## src/fpdd_pkg.sv

```systemverilog
`timescale 1ns / 1ps
// Shared types and constants for the flash pulse digit decoder.
// No dependencies; imported by every module of the block.
package fpdd_pkg;

  localparam int DIGITS_DEF = 4;

  localparam int THR_W  = 16;
  localparam int UNIT_W = 24;
  localparam int TS_W   = 32;
  localparam int DIG_W  = 4;
  localparam int POS_W  = 2;
  localparam int REF_W  = 14;
  localparam int QUOT_W = 4;

  localparam logic [THR_W-1:0]  THRESHOLD_RST = 16'd100;
  localparam logic [UNIT_W-1:0] UNIT_RST      = 24'd100000;

  // Quotient saturates here: eleven tenths or more is a pulse that is too long
  localparam logic [QUOT_W-1:0] QUOT_MAX = 4'd11;
  localparam logic [QUOT_W-1:0] QUOT_TEN = 4'd10;

  // Configuration register indexes
  localparam int CFG_IDX_W = 1;
  localparam logic [CFG_IDX_W-1:0] REG_LIGHT_THRESHOLD = 1'b0;
  localparam logic [CFG_IDX_W-1:0] REG_TICKS_PER_TENTH = 1'b1;
  localparam int CFG_DATA_W = UNIT_W;

  typedef struct packed {
    logic [THR_W-1:0] discharge_time;
    logic [TS_W-1:0]  timestamp;
  } in_item_t;

  typedef struct packed {
    logic [DIG_W-1:0] digit;
    logic [POS_W-1:0] digit_position;
    logic             reference_done;
    logic [REF_W-1:0] reference;
    logic             pulse_too_long;
  } out_item_t;

  typedef enum logic [1:0] {
    ST_IDLE,
    ST_DIV,
    ST_EVAL
  } state_t;

  typedef struct packed {
    logic set_light;   // latch pulse start, mark flash seen
    logic start_div;   // load elapsed time, clear flash mark
    logic div_step;    // subtract one unit from the remainder
    logic commit;      // decode quotient, update reference, load result
  } dp_cmd_t;

  typedef struct packed {
    logic lit;         // current input sample is lit
    logic light_seen;
    logic div_done;
    logic skip;        // leading zero: pulse ends with no result
    logic out_busy;    // result register full and not taken this cycle
  } dp_status_t;

endpackage

```

## src/flash_pulse_digit_decoder_top.sv

```systemverilog
`timescale 1ns / 1ps
// Flash pulse digit decoder: one light sample per beat, at most one result.
// Lit samples and dark samples outside a flash leave the controller idle.
// A flash-ending sample goes to divide and evaluate, where no input is taken;
// the repeated-subtraction divider runs one step per cycle, up to 11 steps.
// Synchronous reset clears flash state, accumulator, result valid and restores
// register defaults (threshold 100, 100000 ticks per tenth).
module flash_pulse_digit_decoder_top #(
  parameter int DIGITS = fpdd_pkg::DIGITS_DEF
) (
  input  logic                            clk,
  input  logic                            rst,
  input  logic                            cfg_we,
  input  logic [fpdd_pkg::CFG_IDX_W-1:0]  cfg_index,
  input  logic [fpdd_pkg::CFG_DATA_W-1:0] cfg_data,
  input  logic                            in_valid,
  output logic                            in_ready,
  input  fpdd_pkg::in_item_t              in_data,
  output logic                            out_valid,
  input  logic                            out_ready,
  output fpdd_pkg::out_item_t             out_data
);
  import fpdd_pkg::*;

  dp_cmd_t    cmd;
  dp_status_t status;

  fpdd_ctrl u_ctrl (
    .clk      (clk),
    .rst      (rst),
    .in_valid (in_valid),
    .in_ready (in_ready),
    .status   (status),
    .cmd      (cmd)
  );

  fpdd_dp #(
    .DIGITS (DIGITS)
  ) u_dp (
    .clk       (clk),
    .rst       (rst),
    .cfg_we    (cfg_we),
    .cfg_index (cfg_index),
    .cfg_data  (cfg_data),
    .in_data   (in_data),
    .out_ready (out_ready),
    .out_valid (out_valid),
    .out_data  (out_data),
    .cmd       (cmd),
    .status    (status)
  );

endmodule

```

## src/fpdd_ctrl.sv

```systemverilog
`timescale 1ns / 1ps
// Controller state machine: sequences sample intake, serial divide and result.
// Depends on fpdd_pkg.
module fpdd_ctrl (
  input  logic                 clk,
  input  logic                 rst,
  input  logic                 in_valid,
  output logic                 in_ready,
  input  fpdd_pkg::dp_status_t status,
  output fpdd_pkg::dp_cmd_t    cmd
);
  import fpdd_pkg::*;

  state_t state;
  state_t state_next;

  always_ff @(posedge clk) begin
    if (rst) begin
      state <= ST_IDLE;
    end else begin
      state <= state_next;
    end
  end

  always_comb begin
    state_next = state;
    cmd        = '0;
    in_ready   = 1'b0;
    case (state)
      ST_IDLE: begin
        in_ready = 1'b1;
        if (in_valid) begin
          if (status.lit) begin
            cmd.set_light = !status.light_seen;
          end else if (status.light_seen) begin
            cmd.start_div = 1'b1;
            state_next    = ST_DIV;
          end
        end
      end
      ST_DIV: begin
        if (status.div_done) begin
          state_next = ST_EVAL;
        end else begin
          cmd.div_step = 1'b1;
        end
      end
      ST_EVAL: begin
        // hold until the result register is free; a skipped pulse returns to idle
        if (status.skip) begin
          state_next = ST_IDLE;
        end else if (!status.out_busy) begin
          cmd.commit = 1'b1;
          state_next = ST_IDLE;
        end
      end
      default: begin
        state_next = ST_IDLE;
      end
    endcase
  end

endmodule

```

## src/fpdd_dp.sv

```systemverilog
`timescale 1ns / 1ps
// Datapath: configuration registers, flash state, serial divider by
// repeated subtraction, reference accumulator and result register. Uses fpdd_pkg.
module fpdd_dp #(
  parameter int DIGITS = fpdd_pkg::DIGITS_DEF
) (
  input  logic                                clk,
  input  logic                                rst,
  input  logic                                cfg_we,
  input  logic [fpdd_pkg::CFG_IDX_W-1:0]      cfg_index,
  input  logic [fpdd_pkg::CFG_DATA_W-1:0]     cfg_data,
  input  fpdd_pkg::in_item_t                  in_data,
  input  logic                                out_ready,
  output logic                                out_valid,
  output fpdd_pkg::out_item_t                 out_data,
  input  fpdd_pkg::dp_cmd_t                   cmd,
  output fpdd_pkg::dp_status_t                status
);
  import fpdd_pkg::*;

  localparam int CNT_W = $clog2(DIGITS + 1);

  logic [THR_W-1:0]  light_threshold;
  logic [UNIT_W-1:0] ticks_per_tenth;
  logic              light_seen;
  logic [TS_W-1:0]   pulse_start;
  logic [TS_W-1:0]   rem;
  logic [QUOT_W-1:0] quot;
  logic [CNT_W-1:0]  digit_count;
  logic [REF_W-1:0]  reference_acc;

  logic [UNIT_W-1:0] unit;
  logic              rem_ge_unit;
  logic              too_long;
  logic [DIG_W-1:0]  dig;
  logic [REF_W-1:0]  acc_next;
  logic [CNT_W-1:0]  count_inc;
  logic              done;

  // a zero unit divides as one
  assign unit        = (ticks_per_tenth == '0) ? UNIT_W'(1) : ticks_per_tenth;
  assign rem_ge_unit = rem >= TS_W'(unit);

  assign too_long  = quot == QUOT_MAX;
  assign dig       = (quot == QUOT_TEN) ? '0 : DIG_W'(quot);
  assign acc_next  = {reference_acc[REF_W-4:0], 3'b000} + {reference_acc[REF_W-2:0], 1'b0}
                   + REF_W'(dig);
  assign count_inc = digit_count + CNT_W'(1);
  assign done      = count_inc == CNT_W'(DIGITS);

  assign status.lit        = in_data.discharge_time < light_threshold;
  assign status.light_seen = light_seen;
  assign status.div_done   = !rem_ge_unit || too_long;
  assign status.skip       = !too_long && (digit_count == '0) && (dig == '0);
  assign status.out_busy   = out_valid && !out_ready;

  always_ff @(posedge clk) begin
    if (rst) begin
      light_threshold <= THRESHOLD_RST;
      ticks_per_tenth <= UNIT_RST;
    end else if (cfg_we) begin
      case (cfg_index)
        REG_LIGHT_THRESHOLD: light_threshold <= cfg_data[THR_W-1:0];
        REG_TICKS_PER_TENTH: ticks_per_tenth <= cfg_data[UNIT_W-1:0];
        default: ;
      endcase
    end
  end

  always_ff @(posedge clk) begin
    if (rst) begin
      light_seen  <= 1'b0;
      pulse_start <= '0;
    end else if (cmd.set_light) begin
      light_seen  <= 1'b1;
      pulse_start <= in_data.timestamp;
    end else if (cmd.start_div) begin
      light_seen  <= 1'b0;
    end
  end

  // Serial divider: quotient is needed only up to eleven
  always_ff @(posedge clk) begin
    if (cmd.start_div) begin
      rem  <= in_data.timestamp - pulse_start;
      quot <= '0;
    end else if (cmd.div_step) begin
      rem  <= rem - TS_W'(unit);
      quot <= quot + QUOT_W'(1);
    end
  end

  always_ff @(posedge clk) begin
    if (rst) begin
      digit_count   <= '0;
      reference_acc <= '0;
    end else if (cmd.commit && !too_long) begin
      if (done) begin
        digit_count   <= '0;
        reference_acc <= '0;
      end else begin
        digit_count   <= count_inc;
        reference_acc <= acc_next;
      end
    end
  end

  always_ff @(posedge clk) begin
    if (rst) begin
      out_valid <= 1'b0;
    end else if (cmd.commit) begin
      out_valid <= 1'b1;
    end else if (out_ready) begin
      out_valid <= 1'b0;
    end
  end

  always_ff @(posedge clk) begin
    if (cmd.commit) begin
      out_data.digit_position <= POS_W'(digit_count);
      if (too_long) begin
        out_data.digit          <= '0;
        out_data.reference_done <= 1'b0;
        out_data.reference      <= reference_acc;
        out_data.pulse_too_long <= 1'b1;
      end else begin
        out_data.digit          <= dig;
        out_data.reference_done <= done;
        out_data.reference      <= acc_next;
        out_data.pulse_too_long <= 1'b0;
      end
    end
  end

endmodule

```

## config.mk

```make
export PLATFORM = sky130hd
export DESIGN_NAME = flash_pulse_digit_decoder_top
export DESIGN_NICKNAME = d
export VERILOG_FILES = /design/src/fpdd_pkg.sv /design/src/flash_pulse_digit_decoder_top.sv /design/src/fpdd_ctrl.sv /design/src/fpdd_dp.sv
export SDC_FILE = /design/constraint.sdc
export NUM_CORES = 1
export LEC_CHECK = 0
export BUFFER_PORTS_ARGS = -buffer_cell sky130_fd_sc_hd__buf_2
export CORE_ASPECT_RATIO = 1.75
export CORE_MARGIN = 2
export CORE_UTILIZATION = 58
export CTS_CLUSTER_DIAMETER = 40
export DETAILED_ROUTE_END_ITERATION = 16
export PLACE_DENSITY = 0.78
export SYNTH_ARGS = -nofsm -noshare
export SYNTH_HDL_FRONTEND = slang
export SYNTH_SLANG_ARGS = --single-unit
```

## constraint.sdc

```tcl
create_clock -name clk -period 4 [get_ports clk]
set_input_delay 0.4 -clock clk [delete_from_list [all_inputs] [get_ports clk]]
set_output_delay 0.4 -clock clk [all_outputs]
set_load 0.02 [all_outputs]
```

-- Word-level counts from Yosys, hierarchy flattened
Cells that the tools add are included.
- muxes and demuxes: 29
- add/sub/neg operators: 6
- bitwise logic cells: 1
- magnitude comparators: 2
- reductions and logical operators: 19
- eq/ne operators: 10
- operator list (operator ; number):
    $mux 32 ; 2
    $ge 32x24->1 ; 1
    $sub 32x24->32 ; 1
    $sub 32x32->32 ; 1
    $logic_not 24->1 ; 1
    $mux 24 ; 1
    $lt 16x16->1 ; 1
    $mux 2 ; 8
    $mux 15 ; 1
    $add 14x14->14 ; 1
    $add 14x4->14 ; 1
    $mux 14 ; 1
    $mux 1 ; 13
    $eq 4x4->1 const B ; 2
    $ne 2x2->1 const B ; 3
    $pmux 2 s3 ; 1
    $reduce_bool 2->1 ; 3
    $reduce_and 5->1 ; 1
    $add 4x1->4 const B ; 1
    $logic_and 1x1->1 ; 4
    $logic_not 1->1 ; 4
    $logic_not 4->1 ; 1
    $mux 4 ; 1
    $reduce_and 2->1 ; 2
    other kinds (11) ; 11
- flip-flop bits (word level): 151
- output and inout bits: 24
- logic and storage cells: 82
- input bits: 78

-- Depth between registers and ports, before layout
Gate-level depths: netlist of the first run.
- depth in word-level cells: 9
- gate-level depth with buffers: 17
- gate-level depth less buffers: 17

-- Modules after synthesis
From an unflattened synthesis of the first run, not the netlist that was laid out.
- cell total of the unflattened synthesis: 1172
- area, all modules: 10017.1 sq um
- by module, submodules not included (module ; times used ; cells each ; area each (sq um) ; seq. area each (sq um)):
    fpdd_dp ; 1 ; 1158 ; 9875.7 ; 3523.4
    fpdd_ctrl ; 1 ; 14 ; 141.4 ; 40.0

-- Worst setup path after synthesis of the first run
OpenSTA, ideal clock, no wires.
- path kind: register to register
- start: register u_dp.quot[0]
- end: register u_dp.out_data[13] (netlist name)
- cell stages (with the launch flop): 16
- library setup time: 0.265 ns
- data arrival time: 3.298 ns
- slack: 0.437 ns
- cell sequence: dfxtp_1 > inv_1 > ha_1 > nand2_1 > and2_1 > fa_1 > fa_1 > a21o_1 > a21oi_1 > nor2b_1 > o21a_1 > o41a_1 > a21o_1 > a21oi_1 > xor2_1 > o21ai_1
- longest elaborated chain between the ends: 4
- ends and longest elaborated chain (item ; RTL line ; RTL):
    start: declaration ; fpdd_dp.sv:28 ; logic [QUOT_W-1:0] quot;
    start signal: assignment ; fpdd_dp.sv:89 ; quot <= quot + QUOT_W'(1);
    $eq 4x4->1 ; fpdd_dp.sv:45 ; assign dig = (quot == QUOT_TEN) ? '0 : DIG_W'(quot);
    $mux 4 ; fpdd_dp.sv:45 ;
    via u_dp.dig[3] ; fpdd_dp.sv:35 ; logic [DIG_W-1:0] dig;
    $add 14x4->14 ; fpdd_dp.sv:47 ; + REF_W'(dig);
    $mux 15 ; fpdd_dp.sv:121 ; if (too_long) begin
The timed path passes the listed nets, and every way through them passes these cells.
A chain may end at the register's enable or synchronous reset.

-- Final worst setup path of the first run
- start: register u_dp.quot[0]
- end: register u_dp.out_data[13] (netlist name)
- longest elaborated chain between the ends: 4
- ends and longest elaborated chain (item ; RTL line):
    $eq 4x4->1 ; fpdd_dp.sv:45
    $mux 4 ; fpdd_dp.sv:45
    via u_dp.dig[3] ; fpdd_dp.sv:35
    $add 14x4->14 ; fpdd_dp.sv:47
    $mux 15 ; fpdd_dp.sv:121
The timed path passes the listed nets, and every way through them passes these cells.

==> results of run 1 <==
## per-layer routing
layer | wire length, um | vias up | part of all wire (%) | global-route usage [%]
met2 | 12000 | 228 | 54 | 46.5
met5 | 0 | - | 0 | 0
li1 | - | 4210 | - | -
met1 | 8810 | 3869 | 39 | 28.1
met4 | 777 | 0 | 3.5 | 11.7
met3 | 759 | 65 | 3.4 | 3.92
## worst max-delay path, cell delays in order, from the launching register on
cell and delay, ns:
dfxtp_1 0.34, inv_1 0.10, ha_1 0.16, nand2_1 0.09, and2_1 0.19, fa_1 0.53, fa_1 0.48, a21o_1 0.21
a21oi_2 0.17, nor2b_1 0.06, o21a_1 0.18, o41a_1 0.35, a21o_1 0.20, a21oi_1 0.17, xor2_1 0.20, o21ai_1 0.07
## power groups by stage
stage                     Combinational [mW]  Sequential (mW)  Clock [mW]
after global routing                    1.06             1.77        1.62
after global placement                 0.916             1.78           0
after detailed placement               0.928             1.79           0
after floorplan                        0.710             1.78           0
final                                  0.942             1.76        1.54
after CTS                              0.941             1.76        1.56
## stage by stage
| step | util [%] | area [sq um] |
|---|---|---|
| floorplan | - | 9870 |
| detailed placement | 62.9 | 10600 |
| global route | 66.3 | 11100 |
| CTS | 66.3 | 11100 |
| finish | 66.3 | 11100 |
| global placement | 62.9 | 10600 |
## state kept, by name, summed over array words and instances, names as in the netlist
name and flops:
u_ctrl.state 2, u_dp.digit_count 3, u_dp.light_seen 1, u_dp.light_threshold 16, u_dp.out_data 22, u_dp.out_valid 1, u_dp.pulse_start 32, u_dp.quot 4
u_dp.reference_acc 14, u_dp.rem 32, u_dp.ticks_per_tenth 24
## cell usage after synthesis (all sizes together), types with 2 or more instances
master / count
nand3: 17
edfxtp: 54
ha: 98
fa: 4
nand2: 161
and4: 4
or2: 5
o2111ai: 2
o31ai: 3
and2: 4
o21bai: 7
buf: 9
o21ai: 62
a31oi: 7
nor2: 108
a21o: 30
and3: 5
a22oi: 5
o31a: 2
nor3b: 4
inv: 91
clkbuf: 32
nand2b: 13
o311ai: 4
dfxtp: 97
nor2b: 10
a211o: 5
a221oi: 4
nor4: 11
nand4: 7
mux2i: 42
a211oi: 9
or3: 5
nand3b: 13
o21a: 8
a21oi: 107
xor2: 30
xnor2: 36
o211ai: 8
nor3: 19
## final timing paths
path | slack (ns) | end | cells after the start | from
max | 0.23 | u_dp.out_data[13] | 15 | u_dp.quot[0]
min | 0.18 | u_dp.ticks_per_tenth[16] | 3 | cfg_data[16]
max reg2reg | 0.23 | u_dp.out_data[13] | 15 | u_dp.quot[0]
min reg2reg | 0.45 | u_dp.light_threshold[7] | 2 | u_dp.light_threshold[7]
## layout make-up
class | instances | area, sq um
multi-input cells | 874 | 5810
fillers | 1427 | 5660
flip-flops and latches | 151 | 3560
repair buffers | 108 | 571
clock buffers | 17 | 425
inverters | 91 | 342
well taps | 227 | 284
clock inverters | 15 | 135
## kinds of logic after synthesis
family / count (synthesis)
buf+inv: 132
compound gates: 273
mux: 43
flops: 151
simple gates: 390
xor+xnor: 66
fa+ha+maj: 102
## repair_timing
item / 4_1_cts / 5_1_grt
hold endpoints to repair: 0 / 0
buffers inserted: 0 / 0
hold buffers: 0 / 0
endpoints found under the setup margin: 0 / 1
gates resized for setup: 0 / 1
==> metrics, run 1 <==
drt wl/cell=15.1 um; Placer Congestion=0.974; Ant. Diodes=0; Clock power frac=36.3%; DP Worst Slack=0.241 ns; remaining antenna violation count=0; Worst-Margin Slew=1.00 ns; vias in the first global route=8096; Die Ht=177 um; sequential fraction of the synthesis area=36.1%; Yosys cell types=68; Setup Skew=0.00920 ns; CTS sink count=151; sequential share of power=41.5%; RSZ-0062 raised after global routing=no; Sum Neg Setup Slack=0 ns; area leader, netlist=dfxtp_1; Comb power frac=22.2%; port buffer count=101; average via count per standard cell=5.65; Adder-Cell Fraction of Synth Area=13.2%; CTS clk-pin slew, worst paths=0.07 ns; most frequent cells in the layout=nand2_1, nor2_1, a21oi_1, buf_2, ha_1; Post-Synthesis Net Count=1337; EDFF count, synth=54; Slew HR=32.8%; final hold slack=0.181 ns; Root Buffer=clkbuf_16; Syn Area/Cell=8.53 sq um; Yosys warning total=0; antenna violations before repair=0; CTS tree=yes; total number of vias=8372; Synth Instances=1157; largest net degree at the start of global routing=56; internal power=2.91 mW; Tot Pwr=4.23 mW; Critical Path End Type=flop; H-tree Lvls=4; max_cap viols=0; Synth Area in Simple Gates=17.9%; Post-route DRC=0; ratio of final minimum period to clock period=94.3%; P per Cell Area=381 nW/um^2; Final Hold Viols=0; crit path max fanout=4; Synth Cell Area=9870 sq um; fmax=0.265 GHz; status=finished, final reports clean; Post-DP HPWL=16700 um; Post-Synth XOR/XNOR Area=5.85%; top cell type's share of synthesized area=19.7%; Sw Ratio=31.2%; share of cells above drive strength 1=12.6%; grt ovf=0; largest family of logic cells by synthesized area=simple AND/OR/NAND/NOR gates; die area=18100 sq um; Layout area overhead=12.7%; crit path time final=3.77 ns; Top FF cell, synth=dfxtp_1; Seq cells post-synth=151; Initial Util=58.8%; global-route wire length before repair=36600 um; multiplexer area fraction after synthesis=4.41%; Slew Viols, Final=0; Critical Path RT=4.18 ns; ranking of synthesized cells by area=dfxtp_1, edfxtp_1, ha_1; crit start category=flop; leakage=4.69 nW; Clock Tree Buf Depth=2; Die X=103 um; drt first pass iters=6; final setup fails=0; Compound-Gate Fraction of Synth Area=17.3%; placed cells=1451; fin cells=1483; ys async rst share=0%; Num CTS Buffers=17; Total Nets Final=1423; Core Box Area=16800 sq um; DRT iter0 DRCs=485; Worst IR Drop VDD=254 uV; # IOs=102; NetSw=1.32 mW; worst setup margin=0.229 ns; Hold Path Class=primary input to flop; commonest non-fill, non-tap cell in the layout=nand2_1; Total GRT Usage=25.5%; Setup CP Type=flop to flop; DRT Wirelength=22400 um; arrival time at the worst endpoint=3.95 ns; clk_lat worst skew=0.43 ns; row cnt=63
No activity file was read; power rests on OpenSTA's default activity.
==> inputs of run 2 (changes only) <==
Settings changed: CORE_UTILIZATION 58 to 30, PLACE_DENSITY 0.78 to 0.45, RECOVER_POWER from default to 100.
==> metrics, run 2 (synthesis gave the netlist of run 1 again) <==
status=finished, violations left (was finished, final reports clean); failing checks=capacitance limit, slew limit; Slew HR=-32.3% (was 32.8%); final hold slack=0.159 ns (was 0.181 ns); crit start category=flop (unchanged); post-layout util=35.1% (was 66.3%); Worst IR Drop VDD=333 uV (was 254 uV); clk_lat worst skew=0.46 ns (was 0.43 ns); average via count per standard cell=4.94 (was 5.65); row cnt=87 (was 63); RSZ-0062 raised after global routing=no (unchanged); fin cells=1665 (was 1483); sequence of cells on the critical path=inv_1 -> ha_1 -> nand2_1 -> and2_1 -> fa_1 -> fa_1 -> a21o_1 -> a21oi_2 -> nor2b_1 -> o21a_1 -> o41a_1 -> a21o_1 -> a21oi_1 -> xor2_1 -> o21ai_1 (unchanged); Critical Path RT=4.20 ns (was 4.18 ns); crit path max fanout=4 (unchanged); drt first pass iters=4 (was 6); top flop regs=u_dp.pulse_start (32), u_dp.rem (32), u_dp.ticks_per_tenth (24) (unchanged); Worst-Margin Slew=1.98 ns (was 1.00 ns); DRT Wirelength=26600 um (was 22400 um); most frequent cells in the layout=nand2_1, nor2_1, a21oi_1, ha_1, dfxtp_1 (was nand2_1, nor2_1, a21oi_1, buf_2, ha_1); ratio of final minimum period to clock period=93.3% (was 94.3%); Final Hold Viols=0 (unchanged); RR Startpoint=u_dp.quot[0] (unchanged); antenna violations before repair=1 (was 0); # IOs=102 (unchanged); RR Endpoint=u_dp.out_data[13] (unchanged); Initial Util=30.5% (was 58.8%); global-route wire length before repair=43000 um (was 36600 um); CTS tree=yes (unchanged); leakage=4.64 nW (was 4.69 nW); Post-DP HPWL=20800 um (was 16700 um); Sum Neg Setup Slack=0 ns (unchanged); Hold Path Class=primary input to flop (unchanged); arrival time at the worst endpoint=3.93 ns (was 3.95 ns); Fillers=3419 (was 1427); Post-route DRC=0 (unchanged); Placer Congestion=0.811 (was 0.974); Crit-path slowest cell=fa_1 (unchanged); placed cells=1633 (was 1451); Layout area overhead=15.1% (was 12.7%); grt ovf=0 (unchanged); Clock Tree Buf Depth=2 (unchanged); vias in the first global route=8360 (was 8096); number of setup buffers added after CTS=0 (unchanged); Die X=141 um (was 103 um); Die Ht=244 um (was 177 um); Slew Viols, Final=88 (was 0); total number of vias=8231 (was 8372); Total GRT Usage=15.9% (was 25.5%); max_cap viols=2 (was 0); CP max stage delay=0.54 ns (was 0.53 ns); CTS sink count=151 (unchanged); H-tree Lvls=4 (unchanged); Setup CP Type=flop to flop (unchanged); drt wl/cell=16.0 um (was 15.1 um); Hold Path Cell Cnt=3 (unchanged); Total Nets Final=1432 (was 1423); largest net degree at the start of global routing=45 (was 56); reg-to-reg slack, setup=0.27 ns (was 0.23 ns); die area=34400 sq um (was 18100 sq um); Num CTS Buffers=17 (unchanged); final setup fails=0 (unchanged); CTS clk-pin slew, worst paths=0.07 ns (about the same); P per Cell Area=383 nW/um^2 (was 381 nW/um^2); remaining antenna violation count=0 (unchanged); Critical Path End Type=flop (unchanged); hold_sp=cfg_data[16] (unchanged); Ant. Diodes=0 (unchanged); Setup Skew=0.00844 ns (was 0.00920 ns); Core Box Area=32300 sq um (was 16800 sq um); Root Buffer=clkbuf_16 (unchanged); family with the most delay on the worst path=compound AO/OA/AOI/OAI gates (unchanged); commonest non-fill, non-tap cell in the layout=nand2_1 (unchanged); Hold-fix buffers, CTS=0 (unchanged); port buffer count=101 (unchanged); DRT iter0 DRCs=320 (was 485); R2R depth=15 (unchanged); share of cells above drive strength 1=10.5% (was 12.6%); crit path buf inv count=1 (unchanged); Hold EP=u_dp.ticks_per_tenth[16] (unchanged); fmax=0.268 GHz (was 0.265 GHz); crit path time final=3.73 ns (was 3.77 ns)
## run 2: how the worst max path moves through the flow
| stage | start | to | slack [ns] | cells after the start |
|---|---|---|---|---|
| 2_1_floorplan | u_dp.quot[0] | u_dp.out_data[13] | 0.44 | 15 |
| 5_1_grt | u_dp.quot[0] | u_dp.out_data[13] | 0.01 | 15 |
| 3_3_place_gp | u_dp.quot[0] | u_dp.out_data[13] | 0.26 | 15 |
| 6_report | u_dp.quot[0] | u_dp.out_data[13] | 0.27 | 15 |
| 4_1_cts | u_dp.quot[0] | u_dp.out_data[13] | 0.22 | 15 |
| 3_5_place_dp | u_dp.quot[0] | u_dp.out_data[13] | 0.25 | 15 |
## run 2: per-layer routing
| layer | vias up | wire length, um | global-route usage, % |
|---|---|---|---|
| met2 | 134 | 14400 | 30.1 |
| li1 | 4231 | - | - |
| met4 | 0 | 780 | 6.88 |
| met5 | - | 0 | 0 |
| met1 | 3830 | 10600 | 17.0 |
| met3 | 36 | 812 | 2.68 |
## run 2: area by class of cell
class	instances	area, sq um	area share (%)
clock inverters	14	139	1.22
well taps	400	500	4.40
flip-flops and latches	151	3560	31.4
inverters	91	342	3.01
repair buffers	117	582	5.12
clock buffers	18	429	3.78
multi-input cells	874	5810	51.1
## run 2: worst register-to-register path, cell delays in order, from the launching register on
cell     delay (ns)
dfxtp_1        0.34
inv_1          0.10
ha_1           0.17
nand2_1        0.09
and2_1         0.19
fa_1           0.54
fa_1           0.47
a21o_1         0.21
a21oi_2        0.16
nor2b_1        0.06
o21a_1         0.18
o41a_1         0.35
a21o_1         0.19
a21oi_1        0.16
xor2_1         0.19
o21ai_1        0.08
## run 2: metrics by stage
stage | setup WS, ns | area [sq um] | total power [mW]
3_3_place_gp | 0.261 | 10800 | 2.78
2_1_floorplan | 0.437 | 9870 | 2.49
5_1_grt | 0.0122 | 11400 | 4.61
6_report | 0.267 | 11400 | 4.35
4_1_cts | 0.224 | 11400 | 4.44
3_5_place_dp | 0.254 | 10800 | 2.79
## run 2: what timing repair did
action	in CTS	in global routing
endpoints found under the hold margin	0	0
resized for setup	0	2
setup endpoints to repair	0	4
## run 2: report_power, final
group | switching [mW] | total [mW] | leakage, nW | internal, mW
Clock | 0.742 | 1.62 | 0.281 | 0.874
Combinational | 0.582 | 0.986 | 3.08 | 0.404
Sequential | 0.0515 | 1.75 | 1.29 | 1.70
Total | 1.37 | 4.35 | 4.64 | 2.98
